### config.mk
export PLATFORM = sky130hd
export DESIGN_NAME = journal_transaction_tracker_core
export DESIGN_NICKNAME = d
export VERILOG_FILES = /design/src/hdl/jtt_pkg.sv /design/src/hdl/journal_transaction_tracker_core.sv /design/src/hdl/jtt_front.sv /design/src/hdl/jtt_back.sv
export VERILOG_INCLUDE_DIRS = /design/src /design/src/hdl
export SDC_FILE = /design/constraint.sdc
export NUM_CORES = 2
export LEC_CHECK = 0
export BUFFER_PORTS_ARGS = -buffer_cell sky130_fd_sc_hd__buf_2
export CAP_MARGIN = 20
export CORE_UTILIZATION = 40
export DETAILED_ROUTE_END_ITERATION = 10
export MAX_ROUTING_LAYER = met4
export SLEW_MARGIN = 40
export SYNTH_ARGS = -nofsm -noshare
export SYNTH_HDL_FRONTEND = slang
export SYNTH_SLANG_ARGS = --single-unit
### constraint.sdc
create_clock -name clk -period 5 [get_ports clk]
set_input_delay 1 -clock clk [delete_from_list [all_inputs] [get_ports clk]]
set_output_delay 1 -clock clk [all_outputs]
set_load 0.02 [all_outputs]
### src/hdl/journal_transaction_tracker_core_macros.svh
// Assertion helpers shared by the tracker RTL.
`ifndef JOURNAL_TRANSACTION_TRACKER_CORE_MACROS_SVH
`define JOURNAL_TRANSACTION_TRACKER_CORE_MACROS_SVH

// same-cycle implication, sampled on clk, off during rst
`define JTT_CHK_NOW(lbl, ante, cons, msg) \
  lbl: assert property (@(posedge clk) disable iff (rst) (ante) |-> (cons)) \
    else $error(msg);

// next-cycle implication, sampled on clk, off during rst
`define JTT_CHK_NEXT(lbl, ante, cons, msg) \
  lbl: assert property (@(posedge clk) disable iff (rst) (ante) |=> (cons)) \
    else $error(msg);

`endif

### src/hdl/jtt_pkg.sv
package jtt_pkg;

  localparam int BLOCK_W = 32;
  localparam int SLOT_W  = 6;
  localparam int OPS_W   = 6;
  localparam int CFG_W   = 7;

  localparam logic [OPS_W-1:0] OPS_MAX   = 6'd63;
  localparam logic [CFG_W-1:0] CFG_RESET = 7'd31;

  // input action codes
  localparam logic [1:0] ACT_BEGIN = 2'd0;
  localparam logic [1:0] ACT_END   = 2'd1;
  localparam logic [1:0] ACT_WRITE = 2'd2;

  typedef enum logic [2:0] {
    ST_OK            = 3'd0,
    ST_WAIT          = 3'd1,
    ST_LOG_FULL      = 3'd2,
    ST_OUTSIDE       = 3'd3,
    ST_COMMIT        = 3'd4,
    ST_END_NO_BEGIN  = 3'd5,
    ST_END_NO_COMMIT = 3'd6
  } status_t;

  typedef enum logic [1:0] {
    CMD_BEGIN,
    CMD_END,
    CMD_WRITE
  } cmd_kind_t;

  typedef enum logic [1:0] {
    S_IDLE,
    S_SEARCH,
    S_EMIT
  } state_t;

  typedef struct packed {
    cmd_kind_t            kind;
    logic [BLOCK_W-1:0]   block;
  } cmd_t;

  typedef struct packed {
    status_t              status;
    logic [SLOT_W-1:0]    slot;
    logic [BLOCK_W-1:0]   block;
    logic                 absorbed;
    logic                 last;
    logic [OPS_W-1:0]     active_ops;
  } res_t;

endpackage

### src/hdl/journal_transaction_tracker_core.sv
// Redo-log transaction tracker with group commit and write absorption. Each
// input beat is a begin, an end or a logged block write; each gives one result
// beat, except an end that closes the last open operation with blocks logged,
// which returns one commit beat per slot in slot order (tlast on the final one).
// An unknown action (code 3) is taken and dropped without a result.
// A front end takes beats into a two-entry queue, which registers each beat
// before the back end sees it; a back-end sequencer with a slot table (one
// write port, one registered read port) does the work. In the back end a
// begin, a rejected write, an end without commit and the first write into an
// empty table are answered straight from idle; a write into a non-empty table
// searches the entries in slot order, so a new block is appended after the
// last logged entry and an absorbed block stops at its own slot; a commit reads
// the logged blocks in slot order. A stalled result output holds the back end.
// The table needs no clearing pass after reset.
// Configuration (cfg_we/cfg_wdata) may only be written while the block is idle.
`include "journal_transaction_tracker_core_macros.svh"

module journal_transaction_tracker_core #(
  parameter int LOG_SLOTS  = 32,
  parameter int OP_RESERVE = 10
) (
  input  logic        clk,
  input  logic        rst,
  input  logic        cfg_we,
  input  logic [6:0]  cfg_wdata,      // log_area_blocks
  input  logic        s_axis_tvalid,
  output logic        s_axis_tready,
  input  logic [31:0] s_axis_tdata,   // block_number
  input  logic [1:0]  s_axis_tuser,   // action
  output logic        m_axis_tvalid,
  input  logic        m_axis_tready,
  output logic [47:0] m_axis_tdata,   // slot[5:0], committed_block[37:6],
                                      // active_ops[43:38], zero pad
  output logic [3:0]  m_axis_tuser,   // status[2:0], absorbed[3]
  output logic        m_axis_tlast    // last
);
  import jtt_pkg::*;

  logic cmd_valid;
  logic cmd_ready;
  cmd_t cmd;
  res_t res;
  logic out_commit;
  logic out_single;
  logic single_ok;
  logic mid_list_beat;

  jtt_front u_front (
    .clk           (clk),
    .rst           (rst),
    .s_axis_tvalid (s_axis_tvalid),
    .s_axis_tready (s_axis_tready),
    .s_axis_tdata  (s_axis_tdata),
    .s_axis_tuser  (s_axis_tuser),
    .cmd_valid     (cmd_valid),
    .cmd_ready     (cmd_ready),
    .cmd           (cmd)
  );

  jtt_back #(
    .LOG_SLOTS  (LOG_SLOTS),
    .OP_RESERVE (OP_RESERVE)
  ) u_back (
    .clk       (clk),
    .rst       (rst),
    .cfg_we    (cfg_we),
    .cfg_wdata (cfg_wdata),
    .cmd_valid (cmd_valid),
    .cmd_ready (cmd_ready),
    .cmd       (cmd),
    .res_valid (m_axis_tvalid),
    .res_ready (m_axis_tready),
    .res       (res)
  );

  assign m_axis_tdata = {4'b0000, res.active_ops, res.block, res.slot};
  assign m_axis_tuser = {res.absorbed, res.status};
  assign m_axis_tlast = res.last;

  assign out_commit    = m_axis_tvalid && (res.status == ST_COMMIT);
  assign out_single    = m_axis_tvalid && (res.status != ST_COMMIT);
  assign single_ok     = m_axis_tlast && (!res.absorbed || res.status == ST_OK);
  assign mid_list_beat = m_axis_tvalid && m_axis_tready && !m_axis_tlast;

  // commit beats report no open operations
  `JTT_CHK_NOW(a_commit_no_ops, out_commit, res.active_ops == '0, "commit beat with open ops")

  // only commit beats may leave the run open
  `JTT_CHK_NOW(a_single_is_last, out_single, single_ok, "single result malformed")

  // a commit list streams without gaps once a beat is taken
  `JTT_CHK_NEXT(a_commit_no_gap, mid_list_beat, m_axis_tvalid, "gap inside commit list")

endmodule

### src/hdl/jtt_front.sv
module jtt_front (
  input  logic                         clk,
  input  logic                         rst,
  input  logic                         s_axis_tvalid,
  output logic                         s_axis_tready,
  input  logic [jtt_pkg::BLOCK_W-1:0]  s_axis_tdata,
  input  logic [1:0]                   s_axis_tuser,
  output logic                         cmd_valid,
  input  logic                         cmd_ready,
  output jtt_pkg::cmd_t                cmd
);
  import jtt_pkg::*;

  // two-entry queue toward the back end
  cmd_t       q [2];
  logic       wr_ptr;
  logic       rd_ptr;
  logic [1:0] count;
  logic       push;
  logic       pop;
  logic       keep;
  cmd_kind_t  kind;

  always_comb begin
    keep = 1'b1;
    kind = CMD_BEGIN;
    case (s_axis_tuser)
      ACT_BEGIN: kind = CMD_BEGIN;
      ACT_END:   kind = CMD_END;
      ACT_WRITE: kind = CMD_WRITE;
      default:   keep = 1'b0;  // unknown action: taken and dropped
    endcase
  end

  assign s_axis_tready = (count != 2'd2);
  assign push          = s_axis_tvalid && s_axis_tready && keep;
  assign cmd_valid     = (count != 2'd0);
  assign pop           = cmd_valid && cmd_ready;
  assign cmd           = q[rd_ptr];

  always_ff @(posedge clk) begin
    if (rst) begin
      wr_ptr <= 1'b0;
      rd_ptr <= 1'b0;
      count  <= 2'd0;
    end else begin
      if (push) begin
        wr_ptr <= !wr_ptr;
      end
      if (pop) begin
        rd_ptr <= !rd_ptr;
      end
      case ({push, pop})
        2'b10:   count <= count + 2'd1;
        2'b01:   count <= count - 2'd1;
        default: count <= count;
      endcase
    end
  end

  always_ff @(posedge clk) begin
    if (push) begin
      q[wr_ptr] <= '{kind: kind, block: s_axis_tdata};
    end
  end

endmodule

### src/hdl/jtt_back.sv
module jtt_back #(
  parameter int LOG_SLOTS  = 32,
  parameter int OP_RESERVE = 10
) (
  input  logic                        clk,
  input  logic                        rst,
  input  logic                        cfg_we,
  input  logic [jtt_pkg::CFG_W-1:0]   cfg_wdata,
  input  logic                        cmd_valid,
  output logic                        cmd_ready,
  input  jtt_pkg::cmd_t               cmd,
  output logic                        res_valid,
  input  logic                        res_ready,
  output jtt_pkg::res_t               res
);
  import jtt_pkg::*;

  localparam int CNT_W  = $clog2(LOG_SLOTS + 1);
  localparam int IDX_W  = $clog2(LOG_SLOTS);
  // logged + (ops + 1) * reserve, ops + 1 at most 64
  localparam int NEED_W = $clog2(LOG_SLOTS + 64 * OP_RESERVE + 1);

  state_t             state;
  state_t             state_next;
  logic [CNT_W-1:0]   logged;
  logic [CNT_W-1:0]   logged_next;
  logic [CNT_W-1:0]   idx;
  logic [CNT_W-1:0]   idx_next;
  logic [OPS_W-1:0]   ops;
  logic [OPS_W-1:0]   ops_next;
  logic [CFG_W-1:0]   log_area_blocks;
  logic [BLOCK_W-1:0] blk;
  logic [BLOCK_W-1:0] blk_next;

  logic [BLOCK_W-1:0] mem [LOG_SLOTS];
  logic [BLOCK_W-1:0] rd_data;
  logic               we;
  logic [IDX_W-1:0]   waddr;
  logic [BLOCK_W-1:0] wdata;

  logic               out_free;
  logic               load;
  res_t               res_d;
  logic [NEED_W-1:0]  need;
  logic               log_full;
  logic               idx_last;
  logic               hit;

  assign out_free = !res_valid || res_ready;
  assign need     = NEED_W'(logged)
                  + NEED_W'({1'b0, ops} + 7'd1) * NEED_W'(OP_RESERVE);
  assign log_full = (logged >= CNT_W'(LOG_SLOTS))
                 || ((8'(logged) + 8'd1) >= {1'b0, log_area_blocks});
  assign idx_last = ((idx + CNT_W'(1)) == logged);
  assign hit      = (rd_data == blk);

  always_comb begin
    state_next  = state;
    logged_next = logged;
    ops_next    = ops;
    idx_next    = idx;
    blk_next    = blk;
    cmd_ready   = 1'b0;
    we          = 1'b0;
    waddr       = logged[IDX_W-1:0];
    wdata       = blk;
    load        = 1'b0;
    res_d       = '{status: ST_OK, slot: '0, block: '0, absorbed: 1'b0,
                    last: 1'b1, active_ops: ops};
    case (state)
      S_IDLE: begin
        cmd_ready = out_free;
        if (cmd_valid && out_free) begin
          blk_next = cmd.block;
          idx_next = '0;
          case (cmd.kind)
            CMD_BEGIN: begin
              load = 1'b1;
              if (ops == OPS_MAX || need > NEED_W'(LOG_SLOTS)) begin
                res_d.status = ST_WAIT;
              end else begin
                ops_next         = ops + OPS_W'(1);
                res_d.active_ops = ops + OPS_W'(1);
              end
            end
            CMD_WRITE: begin
              if (log_full) begin
                load         = 1'b1;
                res_d.status = ST_LOG_FULL;
              end else if (ops == '0) begin
                load         = 1'b1;
                res_d.status = ST_OUTSIDE;
              end else if (logged == '0) begin
                // empty table: first slot, nothing to search
                we          = 1'b1;
                waddr       = '0;
                wdata       = cmd.block;
                logged_next = CNT_W'(1);
                load        = 1'b1;
                res_d.block = cmd.block;
              end else begin
                state_next = S_SEARCH;
              end
            end
            CMD_END: begin
              if (ops == '0) begin
                load         = 1'b1;
                res_d.status = ST_END_NO_BEGIN;
              end else begin
                ops_next = ops - OPS_W'(1);
                if (ops != OPS_W'(1) || logged == '0) begin
                  load             = 1'b1;
                  res_d.status     = ST_END_NO_COMMIT;
                  res_d.active_ops = ops - OPS_W'(1);
                end else begin
                  state_next = S_EMIT;
                end
              end
            end
            default: ;
          endcase
        end
      end
      S_SEARCH: begin
        // rd_data holds table entry idx
        if (hit) begin
          if (out_free) begin
            load           = 1'b1;
            res_d.slot     = SLOT_W'(idx);
            res_d.block    = blk;
            res_d.absorbed = 1'b1;
            state_next     = S_IDLE;
            idx_next       = '0;
          end
        end else if (idx_last) begin
          if (out_free) begin
            we          = 1'b1;
            logged_next = logged + CNT_W'(1);
            load        = 1'b1;
            res_d.slot  = SLOT_W'(logged);
            res_d.block = blk;
            state_next  = S_IDLE;
            idx_next    = '0;
          end
        end else begin
          idx_next = idx + CNT_W'(1);
        end
      end
      S_EMIT: begin
        if (out_free) begin
          load             = 1'b1;
          res_d.status     = ST_COMMIT;
          res_d.slot       = SLOT_W'(idx);
          res_d.block      = rd_data;
          res_d.last       = idx_last;
          res_d.active_ops = '0;
          if (idx_last) begin
            logged_next = '0;
            state_next  = S_IDLE;
            idx_next    = '0;
          end else begin
            idx_next = idx + CNT_W'(1);
          end
        end
      end
      default: state_next = S_IDLE;
    endcase
  end

  always_ff @(posedge clk) begin
    if (rst) begin
      state           <= S_IDLE;
      logged          <= '0;
      ops             <= '0;
      idx             <= '0;
      log_area_blocks <= CFG_RESET;
      res_valid       <= 1'b0;
    end else begin
      state  <= state_next;
      logged <= logged_next;
      ops    <= ops_next;
      idx    <= idx_next;
      if (cfg_we) begin
        log_area_blocks <= cfg_wdata;
      end
      if (load) begin
        res_valid <= 1'b1;
      end else if (res_ready) begin
        res_valid <= 1'b0;
      end
    end
  end

  always_ff @(posedge clk) begin
    blk <= blk_next;
    if (load) begin
      res <= res_d;
    end
  end

  // slot table: one write port, one registered read port
  always_ff @(posedge clk) begin
    if (we) begin
      mem[waddr] <= wdata;
    end
    rd_data <= mem[idx_next[IDX_W-1:0]];
  end

endmodule
# [Word-level counts from Yosys, hierarchy flattened]
# Memory sizes are Yosys's and may differ from the RTL's. A register that Yosys moved wholly into a read port is not among the register bits.
# Index checks and enable logic that the tools add are counted.
[word_totals] mem_count=2 register_bits=113 wordCells=193 out_inout_bits=55 in_bits=46 ram_bits=1092
[mem_list] name="u_back.mem" words=32 word_bits=32 rd=1 rd_ports_with_merged_regs=1 wr=1 line="jtt_back.sv:35" source="logic [BLOCK_W-1:0] mem [LOG_SLOTS];"
[mem_list] name="u_front.q" words=2 word_bits=34 rd=1 rd_ports_with_merged_regs=1 wr=1 line="jtt_front.sv:15" source="cmd_t q [2];"
[classes] n_eq_ne=31 n_reduce_logical=29 mux=101 addsub=9 n_lt_le_gt_ge=3 multipliers=1
[op_table] cell="32-bit two-way mux" count=11
[op_table] cell="6-bit two-way mux" count=22
[op_table] cell="38-bit two-way mux" count=3
[op_table] cell="32-bit case mux with 3 select lines" count=1
[op_table] cell="6-bit case mux with 2 select lines" count=4
[op_table] cell="41-bit two-way mux" count=1
[op_table] cell="39-bit two-way mux" count=1
[op_table] cell="6-bit case mux with 3 select lines" count=2
[op_table] cell="32-bit == test" count=1
[op_table] cell="5-bit two-way mux" count=6
[op_table] cell="1-bit two-way mux" count=25
[op_table] cell="2-bit two-way mux" count=12
[op_table] cell="6-bit by 1-bit adder with 6-bit output (second input constant)" count=3
[op_table] cell="3-bit != test (second input constant)" count=6
[op_table] cell="6-bit by 1-bit adder with 7-bit output (second input constant)" count=2
[op_table] cell="6-bit zero test" count=2
[op_table] cell="3-bit two-way mux" count=4
[op_table] cell="2-bit by 1-bit != test with 1-bit output (second input constant)" count=6
[op_table] cell="2-bit != test (second input constant)" count=6
[op_table] cell="2-bit case mux with 2 select lines" count=3
[op_table] cell="11-bit AND reduction" count=1
[op_table] cell="6-bit by 10-bit adder with 10-bit output" count=1
[op_table] cell="10-bit by 6-bit > comparator with 1-bit output (second input constant)" count=1
[op_table] cell="10-bit by 3-bit multiplier with 9-bit output (second input constant)" count=1
[op_table] cell="27 further kinds" count=49

# [Depth between registers and ports, before layout]
[logic_depth] word_depth=9 mapped_depth=17 depth_no_buf=15

# [Modules after synthesis]
# From an unflattened synthesis, not the netlist that was laid out.
[hier_totals] cells_unflattened=3580 hier_area_um2=51055.2
[by_module_without_submodules] mod="jtt_back" seq_area_each_um2=34383.0 area_per_inst_um2=48333.9 cells_each=3441 n_inst=1
[by_module_without_submodules] mod="jtt_front" seq_area_each_um2=2142.1 area_per_inst_um2=2687.6 cells_each=134 n_inst=1
[by_module_without_submodules] mod="journal_transaction_tracker_core" seq_area_each_um2=0.0 area_per_inst_um2=33.8 cells_each=5 n_inst=1

# [Worst setup path before layout]
# No wires, ideal clock.
[synth_timing] path_kind="reg2reg" start="reg u_back.logged[0]" end="mem u_back.mem[25][0], enable pin" setup_time_ps=421 n_path_buf=1 path_stages_with_launch=14 period_less_slack_ps=5107 slack_ps=-107 t_arrival_ps=4686 required_ps=4579 path_cell_list="dfxtp_1 -> clkbuf_1 -> inv_1 -> ha_1 -> ha_1 -> a21o_1 -> a21o_1 -> a21oi_1 -> o21ai_0 -> a2111oi_1 -> nand4_1 -> a21oi_1 -> nand3_1 -> nor2_1"
[synth_via] elab_chain_cells=9 word_cells_on_any_way=22 cone_classes="1 x add/sub; 2 x order compare; 1 x eq/ne; 16 x mux; 2 x reduce/logical"
[synth_lines] item="from (decl)" line="jtt_back.sv:25" source="logic [CNT_W-1:0] logged;"
[synth_lines] item="from (signal assigned)" line="jtt_back.sv:180" source="logged <= logged_next;"
[synth_lines] item="6-bit by 1-bit adder with 7-bit output / 6-bit zero test (equally long branches)" line="jtt_back.sv:53, jtt_back.sv:93"
[synth_lines] item="8-bit by 7-bit >= comparator with 1-bit output / 1-bit two-way mux (equally long branches)" line="jtt_back.sv:53, jtt_back.sv:93"
[synth_lines] item="1-bit logical OR / 1-bit two-way mux (equally long branches)" line="jtt_back.sv:53, jtt_back.sv:90"
[synth_lines] item="1-bit two-way mux" line="jtt_back.sv:87" source="if (log_full) begin"
[synth_lines] item="1-bit two-way mux" line="jtt_back.sv:76" source="case (cmd.kind)"
[synth_lines] item="1-bit two-way mux" line="jtt_back.sv:73" source="if (cmd_valid && out_free) begin"
[synth_lines] item="1-bit case mux with 2 select lines" line="jtt_back.sv:70" source="case (state)"
[synth_lines] item="1-bit two-way mux" line="jtt_back.sv:203" source="if (we) begin"
[synth_lines] item="1-bit two-way mux (implied by the code)" line="jtt_back.sv:204" source="mem[waddr] <= wdata;"
[synth_lines] item="to (decl)" line="jtt_back.sv:35"
# Several ways; a longest one is shown, not always the timed one.

# [Final worst setup path]
[layout_timing] start="reg u_back.rd_data[15] (read register of u_back.mem)" end="reg u_back.rd_data[8] (read register of u_back.mem)"
[layout_via] elab_chain_cells=3
[layout_lines] item="from (decl)" line="jtt_back.sv:36" source="logic [BLOCK_W-1:0] rd_data;"
[layout_lines] item="32-bit == test" line="jtt_back.sv:55" source="assign hit = (rd_data == blk);"
[layout_lines] item="6-bit two-way mux" line="jtt_back.sv:126" source="if (hit) begin"
[layout_lines] item="6-bit case mux with 3 select lines" line="jtt_back.sv:70"
# Every way passes these cells.
# A chain may end at the register's enable or synchronous reset.

==> flow_summary.yaml <==
finish:
  multi_input_area_mm2: 0.0135
  fin_area_mm2: 0.0587
  seqCellArea_mm2: 0.0365
  nets: 3674
  area_growth_pct: 15.4
  fillers: 10900
  finish.utilization: 0.466
  final_layout_size_suffix_gt1_frac: 0.167
critical_path:
  startpoint: "u_back.rd_data[15]"
  cp_max_fo: 33
  cp.arrival_ns: 5.34
  reg2reg_slack_ns: 0.31
  start_kind: "flip-flop"
  crit_top_cell: "mux2i_1"
  slowest_delay_ns: 0.65
  cp.buffers_inverters: 2
  r2r_end: "u_back.rd_data[8]"
  endpoint: "u_back.rd_data[8]"
  cp-end-kind: "flip-flop"
  critical_path.slowest_cell: "or2_4"
  cp.required_ns: 5.65
  rr_worst_depth: 12
  crit_chain: "xor2_1 > nor4_1 > nand4_1 > o32a_1 > o21ai_2 > or2_4 > buf_12 > buf_4 > mux2i_1 > mux2i_1 > o22ai_1 > nor4_2"
  critPathTopFamily: "simple AND/OR/NAND/NOR gates"
  reg2reg_from: "u_back.rd_data[15]"
  path_depth: 12
  crit_type: "reg -> reg"
routing:
  first_pass_iters: 5
  ant_nets: 0
  vias_per_cell: 5.71
  via_count: 30500
  routedWlPerCell_um: 26.5
  drc: 0
  wirelength_mm: 142
  dr.first_iter.drc_count: 3552
place:
  place.gp.congestion: 0.871
  post-dp-hpwl_mm: 86.0
  pre_cts_slack_ns: 0.180
  placed_area_mm2: 0.0548
  port_buffers: 96
sta:
  fin_ws_ns: 0.313
  rsz0062_at_grt: "false"
  clock_skew_ns: 0.0481
  maxSlewViolCount: 0
  maxSlewHeadroom: 0.466
  fin_crit_sh: 0.937
  clock.fmax_ghz: 0.213
  setup_violations: 0
  hold_violations: 0
  setup_tns_ns: 0
  hold_ws_ns: 0.456
  period_needed_ns: 4.69
  worst_slew_pin_slew_ns: 0.796
pwr:
  power_density_mw_per_mm2: 514
  p_leak_nw: 20.0
  ir_worst_vdd_mv: 0.325
clock_network:
  cts_root_buf: "clkbuf_16"
  cts_buffer_depth: 3
  cts.sinks: 1238
  htree_levels: 3
  path_clk_slew_ns: 0.06
  ctsHoldBuffers: 0
  cts_buffers: 118
  clk_latency_ns: 0.76
  cts_tree: "yes"
yosys:
  ys_warn_count: 0
  syn_inst: 3381
  yosysTopAreaCell: "edfxtp_1"
  synth-seq-cells: 1238
  seq_area_frac_synth: 0.718
  synth_cell_types: 74
  ys_top_cells_by_count: "edfxtp_1, mux2i_1, nand2_1, a31oi_1, clkbuf_1"
  synth.avg_cell_area_um2: 15.0
  synthFlopType: "edfxtp_1"
  synth-edff-count: 1173
  async_flop_share: 0
  yosysMostFrequentCell: "edfxtp_1"
  synth_area_leaders: "edfxtp_1, mux2i_1, nand2_1, dfxtp_1, a31oi_1"
  syn-cell-area_mm2: 0.0509
  synth_top_area_share: 0.692
min_path:
  hp-class: "in -> reg"
die:
  dieWidth_um: 359
  core.rowCount: 130
  die_area_mm2: 0.129
  core_area_mm2: 0.126
  num_io_pins: 101
  die_h_um: 359
  start_util: 0.404
job:
  maxCapViolCount: 0
global_routing:
  grt_pass1_wl_mm: 203
  grt_pass1_vias: 29000
  overflow: 0
  grt_max_degree: 74
  grt_usage: 0.225
  grt_antenna_before_repair: 7
run_status:
  outcome: "finished, final reports clean"
-- how the worst min path moves through the flow --
stage                                   start                         to  slack [ns]  cells after the start
floorplan           u_back.log_area_blocks[0]  u_back.log_area_blocks[0]        0.45                      2
global placement    u_back.log_area_blocks[6]  u_back.log_area_blocks[6]        0.48                      2
detailed placement  u_back.log_area_blocks[0]  u_back.log_area_blocks[0]        0.49                      2
CTS                          s_axis_tdata[29]           u_front.q[0][29]        0.40                      1
global route                 s_axis_tdata[29]           u_front.q[0][29]        0.43                      1
finish                       s_axis_tdata[29]           u_front.q[0][29]        0.46                      1
-- cell usage in the layout (no fill, tap or decap), types with 22 or more instances in the layout --
master and instances:
o21ai_0 118, a22oi_1 36, a211oi_1 68, nor2_4 38
and3_1 69, buf_4 164, edfxtp_1 1173, nand2_1 394
xor2_1 45, mux2_2 35, clkbuf_1 26, clkbuf_16 118
nand3_1 30, ha_1 34, nor4_2 31, o22ai_1 95
dfxtp_1 64, o32ai_1 33, buf_2 96, nor2_1 48
a31oi_1 126, a21oi_1 88, buf_12 42, xnor2_1 22
clkinv_2 24, inv_1 36, mux2i_1 422
-- layout make-up --
class	count	area share
flip-flops and latches	1238	0.622
multi-input cells	1893	0.229
clock buffers	158	0.0552
repair buffers	304	0.0442
well taps	1650	0.0352
clock inverters	64	0.0115
inverters	36	0.00230
diodes	2	0.0000852
-- worst register-to-register path: stages (launching register included) --
cell     delay [ns]
dfxtp_1        0.58
xor2_1         0.15
nor4_1         0.64
nand4_1        0.52
o32a_1         0.50
o21ai_2        0.13
or2_4          0.65
buf_12         0.36
buf_4          0.27
mux2i_1        0.09
mux2i_1        0.29
o22ai_1        0.16
nor4_2         0.22
-- flip-flops by register name, indices dropped and copies added (netlist names), named ones only --
signal                  flops
u_front.count               2
u_back.res_valid            1
u_back.state                2
u_back.logged               6
u_back.rd_data             32
u_back.log_area_blocks      7
u_front.rd_ptr              1
u_back.blk                 32
u_front.q                  68
u_back.mem               1024
u_front.wr_ptr              1
u_back.ops                  6
u_back.idx                  6
u_back.res                 49
-- through the flow --
| stage | cells | total power [mW] |
|---|---|---|
| after floorplan | 3385 | 18.1 |
| after global placement | 5119 | 21.1 |
| after detailed placement | 5121 | 21.3 |
| after CTS | 5343 | 30.2 |
| after global routing | 5343 | 31.3 |
| final | 5345 | 30.2 |
-- kinds of logic (layout without fill, tap and decap cells) --
family,count (synthesis),in the layout,share of synthesized area
other,1,7,0.0000737
and+or+nand+nor,696,696,0.0652
adders and majority gates,37,37,0.00939
buffers and inverters,254,562,0.0249
xor gates and xnor gates,70,70,0.0129
muxes,457,457,0.0908
DFF,1238,1238,0.718
AOI/OAI and AO/OA,628,628,0.0789
-- power by group --
| group | internal (mW) | switching (mW) |
|---|---|---|
| Combinational | 2.26 | 4.94 |
| Clock | 5.09 | 3.92 |
| Sequential | 13.4 | 0.591 |
| Total | 20.7 | 9.45 |
-- timing repair --
action                                  in CTS  in global routing
buffers inserted                             0                  0
endpoints found under the setup margin       0                178
gates resized for setup                      0                  1
-- metal layers --
metal / wire length (um) / GRT usage
met1: 60700 / 0.306
met2: 66700 / 0.353
met3: 11100 / 0.0324
met4: 3160 / 0.0591
met5: 0 / -
Note: power is estimated with default switching activity, not from simulation.
